## src/design/abbc_pkg.sv

```systemverilog
// Shared constants and types for the adaptive bang-bang heater controller.
// Depends on nothing; every other file takes names from here by scope.
package abbc_pkg;

    // Field widths
    localparam int TEMP_W   = 14;
    localparam int TARGET_W = 13;
    localparam int DRIVE_W  = 8;
    localparam int POWER_W  = 9;
    localparam int CFG_W    = 13;

    // Control constants, 1/16 degree units where they are temperatures
    localparam int DEAD_TIME_TICKS = 16;
    localparam int MAX_DRIVE       = 150;
    localparam int CONTROL_RANGE   = 320;
    localparam int OFF_TARGET      = 320;
    localparam int HALF_DEGREE     = 8;
    localparam int LIMIT_STEP      = 10;
    localparam int LIMIT_GAP       = 20;
    localparam int LIMIT_FLOOR     = -150;
    localparam int PREV_TEMP_RESET = 320;
    localparam int TARGET_RESET    = 640;

    typedef logic signed [TEMP_W-1:0]  temp_t;
    typedef logic        [DRIVE_W-1:0] drive_t;
    typedef logic signed [POWER_W-1:0] power_t;

    // Configuration register index
    typedef enum logic {
        REG_ENABLE = 1'b0,
        REG_TARGET = 1'b1
    } cfg_index_t;

endpackage

```

## src/design/abbc_temp_if.sv

```systemverilog
// Input channel: one measured temperature per beat.
// Depends on abbc_pkg for the payload type.
interface abbc_temp_if;
    logic           valid;
    logic           ready;
    abbc_pkg::temp_t temperature;

    modport source (output valid, output temperature, input ready);
    modport sink   (input valid, input temperature, output ready);
endinterface

```

## src/design/abbc_result_if.sv

```systemverilog
// Result channel: drive level, held power and both adaptive limits per beat.
// Depends on abbc_pkg for the payload types.
interface abbc_result_if;
    logic             valid;
    logic             ready;
    abbc_pkg::drive_t drive_power;
    abbc_pkg::power_t computed_power;
    abbc_pkg::power_t upper_bound;
    abbc_pkg::power_t lower_bound;

    modport source (output valid, output drive_power, output computed_power,
                    output upper_bound, output lower_bound, input ready);
    modport sink   (input valid, input drive_power, input computed_power,
                    input upper_bound, input lower_bound, output ready);
endinterface

```

## src/design/adaptive_bang_bang_heater_control.sv

```systemverilog
// Adaptive bang-bang heater controller: top level and all datapath logic.
// Depends on abbc_pkg, abbc_temp_if and abbc_result_if.
//
//   channel     | dir | handshake        | payload
//   ------------+-----+------------------+------------------------------------------
//   temp_in     | in  | valid/ready      | temperature (s14, 1/16 C)
//   result_out  | out | valid/ready      | drive_power, computed_power, bounds
//   cfg         | in  | cfg_we only      | cfg_index (enable, target_temp), cfg_data
//
// One beat in, one beat out, one beat per cycle sustained while result_out.ready is high.
// The temperature is captured in an input register; when that beat fires, the
// controller state is updated and the result register loaded in one pass.
// Reset clears the state to a 20 C previous sample, limits 150/0, held power 0,
// enable 0 and a 40 C target.
// A stalled result holds the result register; the input register then holds too,
// and temp_in.ready drops once both are full.
module adaptive_bang_bang_heater_control
(
    input  logic                          clk,
    input  logic                          rst_n,
    input  logic                          cfg_we,
    input  abbc_pkg::cfg_index_t          cfg_index,
    input  logic [abbc_pkg::CFG_W-1:0]    cfg_data,
    abbc_temp_if.sink                     temp_in,
    abbc_result_if.source                 result_out
);

    localparam int LW = 11;   // limit arithmetic width, covers -170..160
    localparam int EW = 16;   // temperature error width
    localparam int PW = 23;   // predicted temperature width

    // Configuration registers
    logic                              enable_reg;
    logic [abbc_pkg::TARGET_W-1:0]     target_reg;

    // Input stage
    logic                              s1_valid_reg;
    abbc_pkg::temp_t                   s1_temp_reg;

    // Controller state; the held change becomes the prior change of the next sample
    abbc_pkg::temp_t                   prev_temp_reg;
    logic signed [abbc_pkg::TEMP_W:0]  temp_change_reg;
    abbc_pkg::power_t                  upper_limit_reg;
    abbc_pkg::power_t                  lower_limit_reg;
    abbc_pkg::power_t                  held_power_reg;

    // Result stage
    logic                              out_valid_reg;
    abbc_pkg::drive_t                  drive_power_reg;

    // Next values
    logic signed [abbc_pkg::TEMP_W:0]  temp_change_next;
    abbc_pkg::power_t                  upper_limit_next;
    abbc_pkg::power_t                  lower_limit_next;
    abbc_pkg::power_t                  held_power_next;
    abbc_pkg::drive_t                  drive_power_next;

    logic                              out_can;
    logic                              s1_fire;
    logic                              in_fire;

    logic signed [EW-1:0]              err;
    logic signed [PW-1:0]              predicted;
    logic signed [LW-1:0]              up_ext;
    logic signed [LW-1:0]              lo_ext;
    logic signed [LW-1:0]              limit_tmp;
    logic                              peak;
    logic                              trough;

    // Low bound tested first, then high bound, then the floor
    function automatic logic signed [LW-1:0] clamp_low_first(
        input logic signed [LW-1:0] x,
        input logic signed [LW-1:0] lo,
        input logic signed [LW-1:0] hi
    );
        logic signed [LW-1:0] r;
        if (x < lo)
            r = lo;
        else if (x > hi)
            r = hi;
        else
            r = x;
        if (r < LW'(abbc_pkg::LIMIT_FLOOR))
            r = LW'(abbc_pkg::LIMIT_FLOOR);
        return r;
    endfunction

    // Handshake: the result register frees when empty or taken
    assign out_can       = !out_valid_reg || result_out.ready;
    assign s1_fire       = s1_valid_reg && out_can;
    assign temp_in.ready = !s1_valid_reg || out_can;
    assign in_fire       = temp_in.valid && temp_in.ready;

    // Configuration writes
    always_ff @(posedge clk or negedge rst_n)
    begin
        if (!rst_n)
        begin
            enable_reg <= 1'b0;
            target_reg <= abbc_pkg::TARGET_W'(abbc_pkg::TARGET_RESET);
        end
        else if (cfg_we)
        begin
            case (cfg_index)
                abbc_pkg::REG_ENABLE: enable_reg <= cfg_data[0];
                abbc_pkg::REG_TARGET: target_reg <= cfg_data[abbc_pkg::TARGET_W-1:0];
                default: ;
            endcase
        end
    end

    // Input register
    always_ff @(posedge clk or negedge rst_n)
    begin
        if (!rst_n)
            s1_valid_reg <= 1'b0;
        else if (temp_in.ready)
            s1_valid_reg <= temp_in.valid;
    end

    always_ff @(posedge clk)
    begin
        if (in_fire)
            s1_temp_reg <= temp_in.temperature;
    end

    // Controller decision for the captured sample
    always_comb
    begin
        temp_change_next = (abbc_pkg::TEMP_W+1)'(s1_temp_reg)
                         - (abbc_pkg::TEMP_W+1)'(prev_temp_reg);
        err = signed'({{(EW-abbc_pkg::TARGET_W){1'b0}}, target_reg})
            - EW'(s1_temp_reg);
        predicted = PW'(s1_temp_reg)
                  + PW'(temp_change_next) * PW'(abbc_pkg::DEAD_TIME_TICKS);
        up_ext = LW'(upper_limit_reg);
        lo_ext = LW'(lower_limit_reg);
        peak   = (temp_change_reg[abbc_pkg::TEMP_W] == 1'b0)
              && (temp_change_next < 0);
        trough = (temp_change_reg <= 0) && (temp_change_next > 0);

        upper_limit_next = upper_limit_reg;
        lower_limit_next = lower_limit_reg;
        held_power_next  = held_power_reg;
        limit_tmp        = '0;

        if (enable_reg)
        begin
            if (target_reg < abbc_pkg::TARGET_W'(abbc_pkg::OFF_TARGET))
            begin
                held_power_next = '0;
            end
            else if (err > EW'(abbc_pkg::CONTROL_RANGE))
            begin
                held_power_next  = abbc_pkg::POWER_W'(abbc_pkg::MAX_DRIVE);
                upper_limit_next = abbc_pkg::POWER_W'(abbc_pkg::MAX_DRIVE);
                lower_limit_next = '0;
            end
            else if (err < -EW'(abbc_pkg::CONTROL_RANGE))
            begin
                held_power_next = '0;
            end
            else
            begin
                // Nudge the high limit at a peak, the low limit at a trough
                if (peak)
                begin
                    limit_tmp = clamp_low_first(
                        (err < -EW'(abbc_pkg::HALF_DEGREE))
                            ? up_ext - LW'(abbc_pkg::LIMIT_STEP)
                            : up_ext + LW'(abbc_pkg::LIMIT_STEP),
                        lo_ext, LW'(abbc_pkg::MAX_DRIVE));
                    upper_limit_next = abbc_pkg::POWER_W'(limit_tmp);
                end
                else if (trough)
                begin
                    limit_tmp = clamp_low_first(
                        (err > EW'(abbc_pkg::HALF_DEGREE))
                            ? lo_ext + LW'(abbc_pkg::LIMIT_STEP)
                            : lo_ext - LW'(abbc_pkg::LIMIT_STEP),
                        '0, up_ext - LW'(abbc_pkg::LIMIT_GAP));
                    lower_limit_next = abbc_pkg::POWER_W'(limit_tmp);
                end
                // Switch on the temperature predicted a dead time ahead
                if (predicted > signed'({{(PW-abbc_pkg::TARGET_W){1'b0}}, target_reg}))
                    held_power_next = lower_limit_next;
                else
                    held_power_next = upper_limit_next;
            end
        end

        // Applied drive: clamp to 0..MAX_DRIVE, zero while disabled
        if (!enable_reg || held_power_next < 0)
            drive_power_next = '0;
        else if (held_power_next > abbc_pkg::POWER_W'(abbc_pkg::MAX_DRIVE))
            drive_power_next = abbc_pkg::DRIVE_W'(abbc_pkg::MAX_DRIVE);
        else
            drive_power_next = held_power_next[abbc_pkg::DRIVE_W-1:0];
    end

    // State update, one sample per fired beat
    always_ff @(posedge clk or negedge rst_n)
    begin
        if (!rst_n)
        begin
            prev_temp_reg    <= abbc_pkg::TEMP_W'(abbc_pkg::PREV_TEMP_RESET);
            temp_change_reg  <= '0;
            upper_limit_reg  <= abbc_pkg::POWER_W'(abbc_pkg::MAX_DRIVE);
            lower_limit_reg  <= '0;
            held_power_reg   <= '0;
        end
        else if (s1_fire)
        begin
            prev_temp_reg    <= s1_temp_reg;
            temp_change_reg  <= temp_change_next;
            upper_limit_reg  <= upper_limit_next;
            lower_limit_reg  <= lower_limit_next;
            held_power_reg   <= held_power_next;
        end
    end

    // Result register
    always_ff @(posedge clk or negedge rst_n)
    begin
        if (!rst_n)
            out_valid_reg <= 1'b0;
        else if (out_can)
            out_valid_reg <= s1_valid_reg;
    end

    always_ff @(posedge clk)
    begin
        if (s1_fire)
            drive_power_reg <= drive_power_next;
    end

    assign result_out.valid          = out_valid_reg;
    assign result_out.drive_power    = drive_power_reg;
    assign result_out.computed_power = held_power_reg;
    assign result_out.upper_bound    = upper_limit_reg;
    assign result_out.lower_bound    = lower_limit_reg;

    // Checks
    a_drive_range: assert property (@(posedge clk) disable iff (!rst_n)
        out_valid_reg |-> (drive_power_reg <= abbc_pkg::DRIVE_W'(abbc_pkg::MAX_DRIVE)))
        else $error("drive above maximum");

    a_limit_floor: assert property (@(posedge clk) disable iff (!rst_n)
        (upper_limit_reg >= abbc_pkg::POWER_W'(abbc_pkg::LIMIT_FLOOR))
        && (lower_limit_reg >= abbc_pkg::POWER_W'(abbc_pkg::LIMIT_FLOOR)))
        else $error("limit below floor");

    a_disabled_zero: assert property (@(posedge clk) disable iff (!rst_n)
        (s1_fire && !enable_reg) |=> (drive_power_reg == '0))
        else $error("drive while disabled");

    a_limits_hold: assert property (@(posedge clk) disable iff (!rst_n)
        !(s1_fire && enable_reg) |=> ($stable(upper_limit_reg) && $stable(lower_limit_reg)
                                      && $stable(held_power_reg)))
        else $error("limits moved without an enabled beat");

    a_stage_hold: assert property (@(posedge clk) disable iff (!rst_n)
        (s1_valid_reg && !out_can) |=> (s1_valid_reg && $stable(s1_temp_reg)))
        else $error("input stage lost a beat");

endmodule
```

## src/flat_wrapper.sv

```systemverilog
// flat-port wrapper written by rule: the top's interface ports become plain ports
module adaptive_bang_bang_heater_control_flat 
  (clk, rst_n, cfg_we, cfg_index, cfg_data, temp_in_valid, temp_in_temperature, temp_in_ready, result_out_valid, result_out_drive_power, result_out_computed_power, result_out_upper_bound, result_out_lower_bound, result_out_ready);
  abbc_temp_if temp_in_i ();
  abbc_result_if result_out_i ();
  input  logic clk;
  input  logic rst_n;
  input  logic cfg_we;
  input  abbc_pkg::cfg_index_t cfg_index;
  input  logic [abbc_pkg::CFG_W-1:0] cfg_data;
  input wire logic [$bits(temp_in_i.valid)-1:0] temp_in_valid;
  input wire logic [$bits(temp_in_i.temperature)-1:0] temp_in_temperature;
  output wire logic [$bits(temp_in_i.ready)-1:0] temp_in_ready;
  output wire logic [$bits(result_out_i.valid)-1:0] result_out_valid;
  output wire logic [$bits(result_out_i.drive_power)-1:0] result_out_drive_power;
  output wire logic [$bits(result_out_i.computed_power)-1:0] result_out_computed_power;
  output wire logic [$bits(result_out_i.upper_bound)-1:0] result_out_upper_bound;
  output wire logic [$bits(result_out_i.lower_bound)-1:0] result_out_lower_bound;
  input wire logic [$bits(result_out_i.ready)-1:0] result_out_ready;
  assign temp_in_i.valid = temp_in_valid;
  assign temp_in_i.temperature = temp_in_temperature;
  assign temp_in_ready = temp_in_i.ready;
  assign result_out_valid = result_out_i.valid;
  assign result_out_drive_power = result_out_i.drive_power;
  assign result_out_computed_power = result_out_i.computed_power;
  assign result_out_upper_bound = result_out_i.upper_bound;
  assign result_out_lower_bound = result_out_i.lower_bound;
  assign result_out_i.ready = result_out_ready;
  adaptive_bang_bang_heater_control u_core (.clk(clk), .rst_n(rst_n), .cfg_we(cfg_we), .cfg_index(cfg_index), .cfg_data(cfg_data), .temp_in(temp_in_i), .result_out(result_out_i));
endmodule
```

## config.mk

```make
export PLATFORM = sky130hd
export DESIGN_NAME = adaptive_bang_bang_heater_control_flat
export DESIGN_NICKNAME = d
export VERILOG_FILES = /design/src/design/abbc_pkg.sv /design/src/design/abbc_temp_if.sv /design/src/design/abbc_result_if.sv /design/src/design/adaptive_bang_bang_heater_control.sv /design/src/flat_wrapper.sv
export SDC_FILE = /design/constraint.sdc
export NUM_CORES = 1
export LEC_CHECK = 0
export ABC_AREA = 1
export BUFFER_PORTS_ARGS = -buffer_cell sky130_fd_sc_hd__buf_2
export CORE_ASPECT_RATIO = 1.5
export CORE_MARGIN = 2
export CORE_UTILIZATION = 58
export DETAILED_ROUTE_END_ITERATION = 10
export PLACE_DENSITY = 0.78
export SLEW_MARGIN = 30
export SYNTH_ARGS = -nofsm -noshare
export SYNTH_HDL_FRONTEND = slang
export SYNTH_SLANG_ARGS = --single-unit
```

## constraint.sdc

```tcl
create_clock -name clk -period 10.2 [get_ports clk]
set_clock_uncertainty 0.2 [all_clocks]
set_input_delay 0.51 -clock clk [delete_from_list [all_inputs] [get_ports clk]]
set_output_delay 0.51 -clock clk [all_outputs]
set_load 0.03 [all_outputs]
```

# After elaboration in Yosys (flattened, before gate mapping)
# Cells that the tools add are included.
# totals
regBits,94
memories,0
latch_bits,0
out_inout_bits,37
mem_bits_rw,0
rom_bits,0
elab_cells,87
# classes
shifts,0
n_lt_le_gt_ge,17
reduce_logical,14
multipliers,0
mux,32
add_sub_neg,8
div_mod_pow,0
n_bitwise,3
eq_ne,1
# ops
cell,n
11-bit 2-to-1 mux,17
9-bit 2-to-1 mux,14
14-bit by 14-bit subtractor with 15-bit output,2
23-bit by 14-bit greater-than comparator with 1-bit output,1
"11-bit by 9-bit less-than comparator with 1-bit output, second input constant",2
14-bit by 19-bit adder with 20-bit output,1
"9-bit by 5-bit adder with 10-bit output, second input constant",2
"9-bit by 5-bit subtractor with 10-bit output, second input constant",2
"16-bit by 10-bit greater-than comparator with 1-bit output, second input constant",1
"16-bit by 5-bit greater-than comparator with 1-bit output, second input constant",1
"16-bit by 10-bit less-than comparator with 1-bit output, second input constant",1
"16-bit by 4-bit less-than comparator with 1-bit output, second input constant",1
"15-bit by 1-bit greater-than comparator with 1-bit output, second input constant",1
"15-bit by 1-bit <= comparator with 1-bit output, second input constant",1
"15-bit by 1-bit less-than comparator with 1-bit output, second input constant",1
"13-bit by 9-bit less-than comparator with 1-bit output, second input constant",1
11-bit greater-than comparator,1
"11-bit by 9-bit greater-than comparator with 1-bit output, second input constant",1
"11-bit by 1-bit less-than comparator with 1-bit output, second input constant",1
11-bit by 9-bit less-than comparator with 1-bit output,1
"9-bit by 6-bit subtractor with 10-bit output, second input constant",1
"9-bit greater-than comparator, second input constant",1
"9-bit by 1-bit less-than comparator with 1-bit output, second input constant",1
8-bit 2-to-1 mux,1
other kinds (8),18

# Logic depth before layout (Yosys ltp)
# logic_depth
word_depth,24
depth_mapped,56

# Worst setup path after synthesis
# Ideal clock, no wire load.
# synth_timing
path_type,register to register
from,register u_core.s1_temp_reg[1]
to,register u_core.drive_power_reg[3] (netlist: u_core.result_out.drive_power[3]) (data pin)
setup_ns,0.252
slack_ns,3.554
t_arrival_ns,6.194
stages_incl_launch_ff,50
path_buffers,0
required_ns,9.748
path_cell_list,edfxtp_1 -> inv_1 -> ha_1 -> nand2_1 -> o21ai_2 -> nand2_1 -> o211ai_1 -> a21boi_1 -> o21ai_0 -> nand2_1 -> nand2_1 -> nand2_1 -> nand2_1 -> xor2_1 -> nand3_1 -> nor2_1 -> nand3_1 -> nand2_1 -> (+14 left out) -> o21ai_0 -> nand2_1 -> nor2_1 -> nand3_1 -> nand3_2 -> nand2_1 -> o21ai_0 -> a21oi_1 -> nand2_1 -> nand2_1 -> nor2_1 -> nand2_1 -> nor2_1 -> nand2_1 -> nand2_1 -> nand2_2 -> nand2_2 -> nor2_1
# synth_via
elab_chain_len,24
elab_cells_between_ends,49
classes_between,3 x add/sub; 15 x order compare; 27 x mux; 4 x reduce/logical
# synth_rtl
element,line,rtl
start: declaration,adaptive_bang_bang_heater_control.sv:38,abbc_pkg::temp_t s1_temp_reg;
start signal: assignment,adaptive_bang_bang_heater_control.sv:124,s1_temp_reg <= temp_in.temperature;
14-bit by 14-bit subtractor with 15-bit output,adaptive_bang_bang_heater_control.sv:133,- EW'(s1_temp_reg);
16-bit by 5-bit greater-than comparator with 1-bit output,adaptive_bang_bang_heater_control.sv:178,(err > EW'(abbc_pkg::HALF_DEGREE))
11-bit 2-to-1 mux,adaptive_bang_bang_heater_control.sv:179,? lo_ext + LW'(abbc_pkg::LIMIT_STEP)
11-bit greater-than comparator,adaptive_bang_bang_heater_control.sv:79,else if (x > hi)
11-bit 2-to-1 mux,adaptive_bang_bang_heater_control.sv:79,
11-bit 2-to-1 mux,adaptive_bang_bang_heater_control.sv:77,if (x < lo)
11-bit 2-to-1 mux,adaptive_bang_bang_heater_control.sv:175,else if (trough)
11-bit 2-to-1 mux,adaptive_bang_bang_heater_control.sv:166,if (peak)
(+8 left out),--,
9-bit 2-to-1 mux,adaptive_bang_bang_heater_control.sv:185,"if (predicted > signed'({{(PW-abbc_pkg::TARGET_W){1'b0}}, target_reg}))"
9-bit 2-to-1 mux,adaptive_bang_bang_heater_control.sv:159,else if (err < -EW'(abbc_pkg::CONTROL_RANGE))
9-bit 2-to-1 mux *,adaptive_bang_bang_heater_control.sv:153,else if (err > EW'(abbc_pkg::CONTROL_RANGE))
9-bit 2-to-1 mux *,adaptive_bang_bang_heater_control.sv:149,if (target_reg < abbc_pkg::TARGET_W'(abbc_pkg::OFF_TARGET))
9-bit 2-to-1 mux *,adaptive_bang_bang_heater_control.sv:147,if (enable_reg)
9-bit by 1-bit less-than comparator with 1-bit output,adaptive_bang_bang_heater_control.sv:193,if (!enable_reg || held_power_next < 0)
1-bit logical OR,adaptive_bang_bang_heater_control.sv:193,
2-bit OR reduction (no source line),--,
end signal: assignment,adaptive_bang_bang_heater_control.sv:234,drive_power_reg <= drive_power_next;
end: declaration,adaptive_bang_bang_heater_control.sv:49,abbc_pkg::drive_t drive_power_reg;
# Every way passes the cells marked *; elsewhere a longest branch is shown, timed or not. The select of a mux whose other input is x is not followed.
# A chain may end at the register's enable or synchronous reset.

# Worst setup path in the final report
# Same ends and word-level chain as after synthesis.

==> results_dict.tcl <==
set metrics [dict create \
    status "finished, violations left" \
    violations "hold timing" \
    place_congestion 1.05 \
    io_buffers 69 \
    cts_tree "done" \
    ys_types 50 \
    crit_path_frequent_cell "nand2_1" \
    cts_resized 0 \
    layout-drive-gt1-share_pct 11.6 \
    die_y_um 150 \
    endpoint_kind "flop" \
    cts_root_buffer "clkbuf_16" \
    ys_seq_area_share_pct 30.1 \
    io-pin-count 70 \
    globalRouteTotalUtil_pct 30.4 \
    cts_setup_buffers 0 \
    syn-mean-instance-area_um2 7.21 \
    finalHoldViolCount 26 \
    antenna_found_initial 0 \
    wl_per_cell_um 16.2 \
    rsz0062_at_grt "no" \
    regToRegSetupSlack_ps 2250 \
    critPathMaxFanout 10 \
    vias 7811 \
    fin_crit_ps 7950 \
    synth_flop_cell "dfrtp_1" \
    slowest_stage "edfxtp_1" \
    wl_um 22300 \
    finalMaxSlewViolations 0 \
    instances_no_fill 1376 \
    setup_viol 0 \
    die_area_um2 15100 \
    syn_to_final_growth_pct 9.99 \
    drt_iter0_drc 456 \
    ant_nets 0 \
    clock_path_buffers 2 \
    largest_register_ffs 15 \
    cp-start-kind "flop" \
    drc 0 \
    syn_nets 1265 \
    dr.pass1.iters 8 \
    clk_latency_ps 350 \
    routed_via_density 5.68 \
    gr-total-overflow 0 \
    whs_ps -36.5 \
    path_class "flop to flop" \
    synth_top_area_share_pct 19.5 \
    grt_start_max_net_pins 73 \
    clock-sinks 94 \
    hold_buffers 0 \
    grt_pass1_vias 7699 \
    synth_edf_count 22 \
    synthTopCellsByArea "dfrtp_1, ha_1, nand2_1" \
    max_slew.worst_pin.slew_ps 1020 \
    grt_pass1_wl_um 35900 \
    async_reset_ff_share_pct 76.6 \
    final_util_pct 64.8 \
    synth_top_area_cell "dfrtp_1" \
    layout.nets 1333 \
    cts_buffers 9 \
    synthMostInstantiatedCell "nand2_1" \
    core_area_um2 13900 \
    yosysWarningCount 0 \
    clk_pin_slew_ps 80 \
    start_util_pct 58.9 \
    syn_area_um2 8200 \
    synth_common_cells "nand2_1, inv_1, ha_1" \
    max_stage_delay_ps 490 \
    synth-seq-cells 94 \
    diodes 0 \
    core.rowCount 53 \
    dpl.hpwl_um 17800 \
    max_slew_margin_pct 31.6 \
    die_x_um 101 \
    drv_cap 0 \
    timing.final.crit_share_pct 78.0 \
    max_freq_ghz 0.126 \
    synth_cells 1138 \
    hp-class "input pin to asynchronous set/reset pin" \
    critPathArrivalTime_ps 7860 \
    setup_tns_ps 0 \
    h-tree-depth 3 \
    dp.cells 1360 \
    required_ps 10110 \
]
[path summary, 6_finish.rpt]
kind | start | endpoint | cells after the start
worst max-delay path | u_core.s1_temp_reg[1]$_DFFE_PP_ | u_core.result_out.drive_power[3]$_SDFFCE_PP0P_ | 49
worst min-delay path | rst_n | u_core.result_out.computed_power[0]$_DFFE_PN0P_ | 1
worst max register to register | u_core.s1_temp_reg[1]$_DFFE_PP_ | u_core.result_out.drive_power[3]$_SDFFCE_PP0P_ | 49
worst min register to register | u_core.temp_change_reg[7]$_DFFE_PN0P_ | u_core.temp_change_reg[7]$_DFFE_PN0P_ | 2
max in group asynchronous | rst_n | u_core.result_out.upper_bound[5]$_DFFE_PN0P_ | 1
min in group clk | temp_in_temperature[11] | u_core.s1_temp_reg[11]$_DFFE_PP_ | 1
[cell usage in the layout (no fill, tap or decap), types with 9 or more instances in the layout]
cell type,n
nand2_1,285
inv_1,174
ha_1,89
a21oi_1,84
o21ai_0,77
nor2_1,70
buf_2,68
dfrtp_1,64
nand3_1,59
xor2_1,34
edfxtp_1,22
nand2_2,15
nor3_1,14
nand4_1,14
o22ai_1,12
xnor2_1,9
clkbuf_16,9
[through the flow]
stage	area [um2]	setup WS, ps	hold slack [ps]
6_report	9020	2250	-36.5
5_1_grt	9020	1210	24.6
3_3_place_gp	8720	2400	267
2_1_floorplan	8200	3550	14.4
4_1_cts	9020	2260	130
3_5_place_dp	8720	2300	276
[final cells by class]
class                           count  area [um2]
Multi-Input combinational cell    845        4980
Tap cell                          165         206
Clock buffer                        9         225
Sequential cell                    94        2470
Inverter                          185         694
Clock inverter                      7        78.8
Timing Repair Buffer               71         367
Fill cell                        1294        4900
[worst max-delay path: cells and delay by family (launching register included)]
kind | cells | cell delay, ps
buf+inv | 4 | 690
fa+ha+maj | 3 | 920
compound gates | 12 | 2520
flops | 1 | 490
simple gates | 28 | 2370
xor+xnor | 2 | 510
[layer usage]
| layer | vias to the layer above | share of wire (%) | track usage (%) |
|---|---|---|---|
| met4 | 0 | 8.3 | 22.4 |
| met1 | 3559 | 37 | 31.8 |
| met2 | 248 | 51 | 54.7 |
| li1 | 3897 | - | - |
| met3 | 107 | 3.7 | 3.69 |
| met5 | - | 0 | 0 |
[logic make-up after synthesis]
group | Yosys count | share of synthesized area, %
flops | 94 | 30.1
buf+inv | 199 | 9.27
fa+ha+maj | 94 | 14.8
simple gates | 491 | 26.4
xor+xnor | 44 | 4.79
compound gates | 216 | 14.6
Power is not shown: default switching activity piles up to over one toggle a cycle in this logic, so the estimate is an artifact.
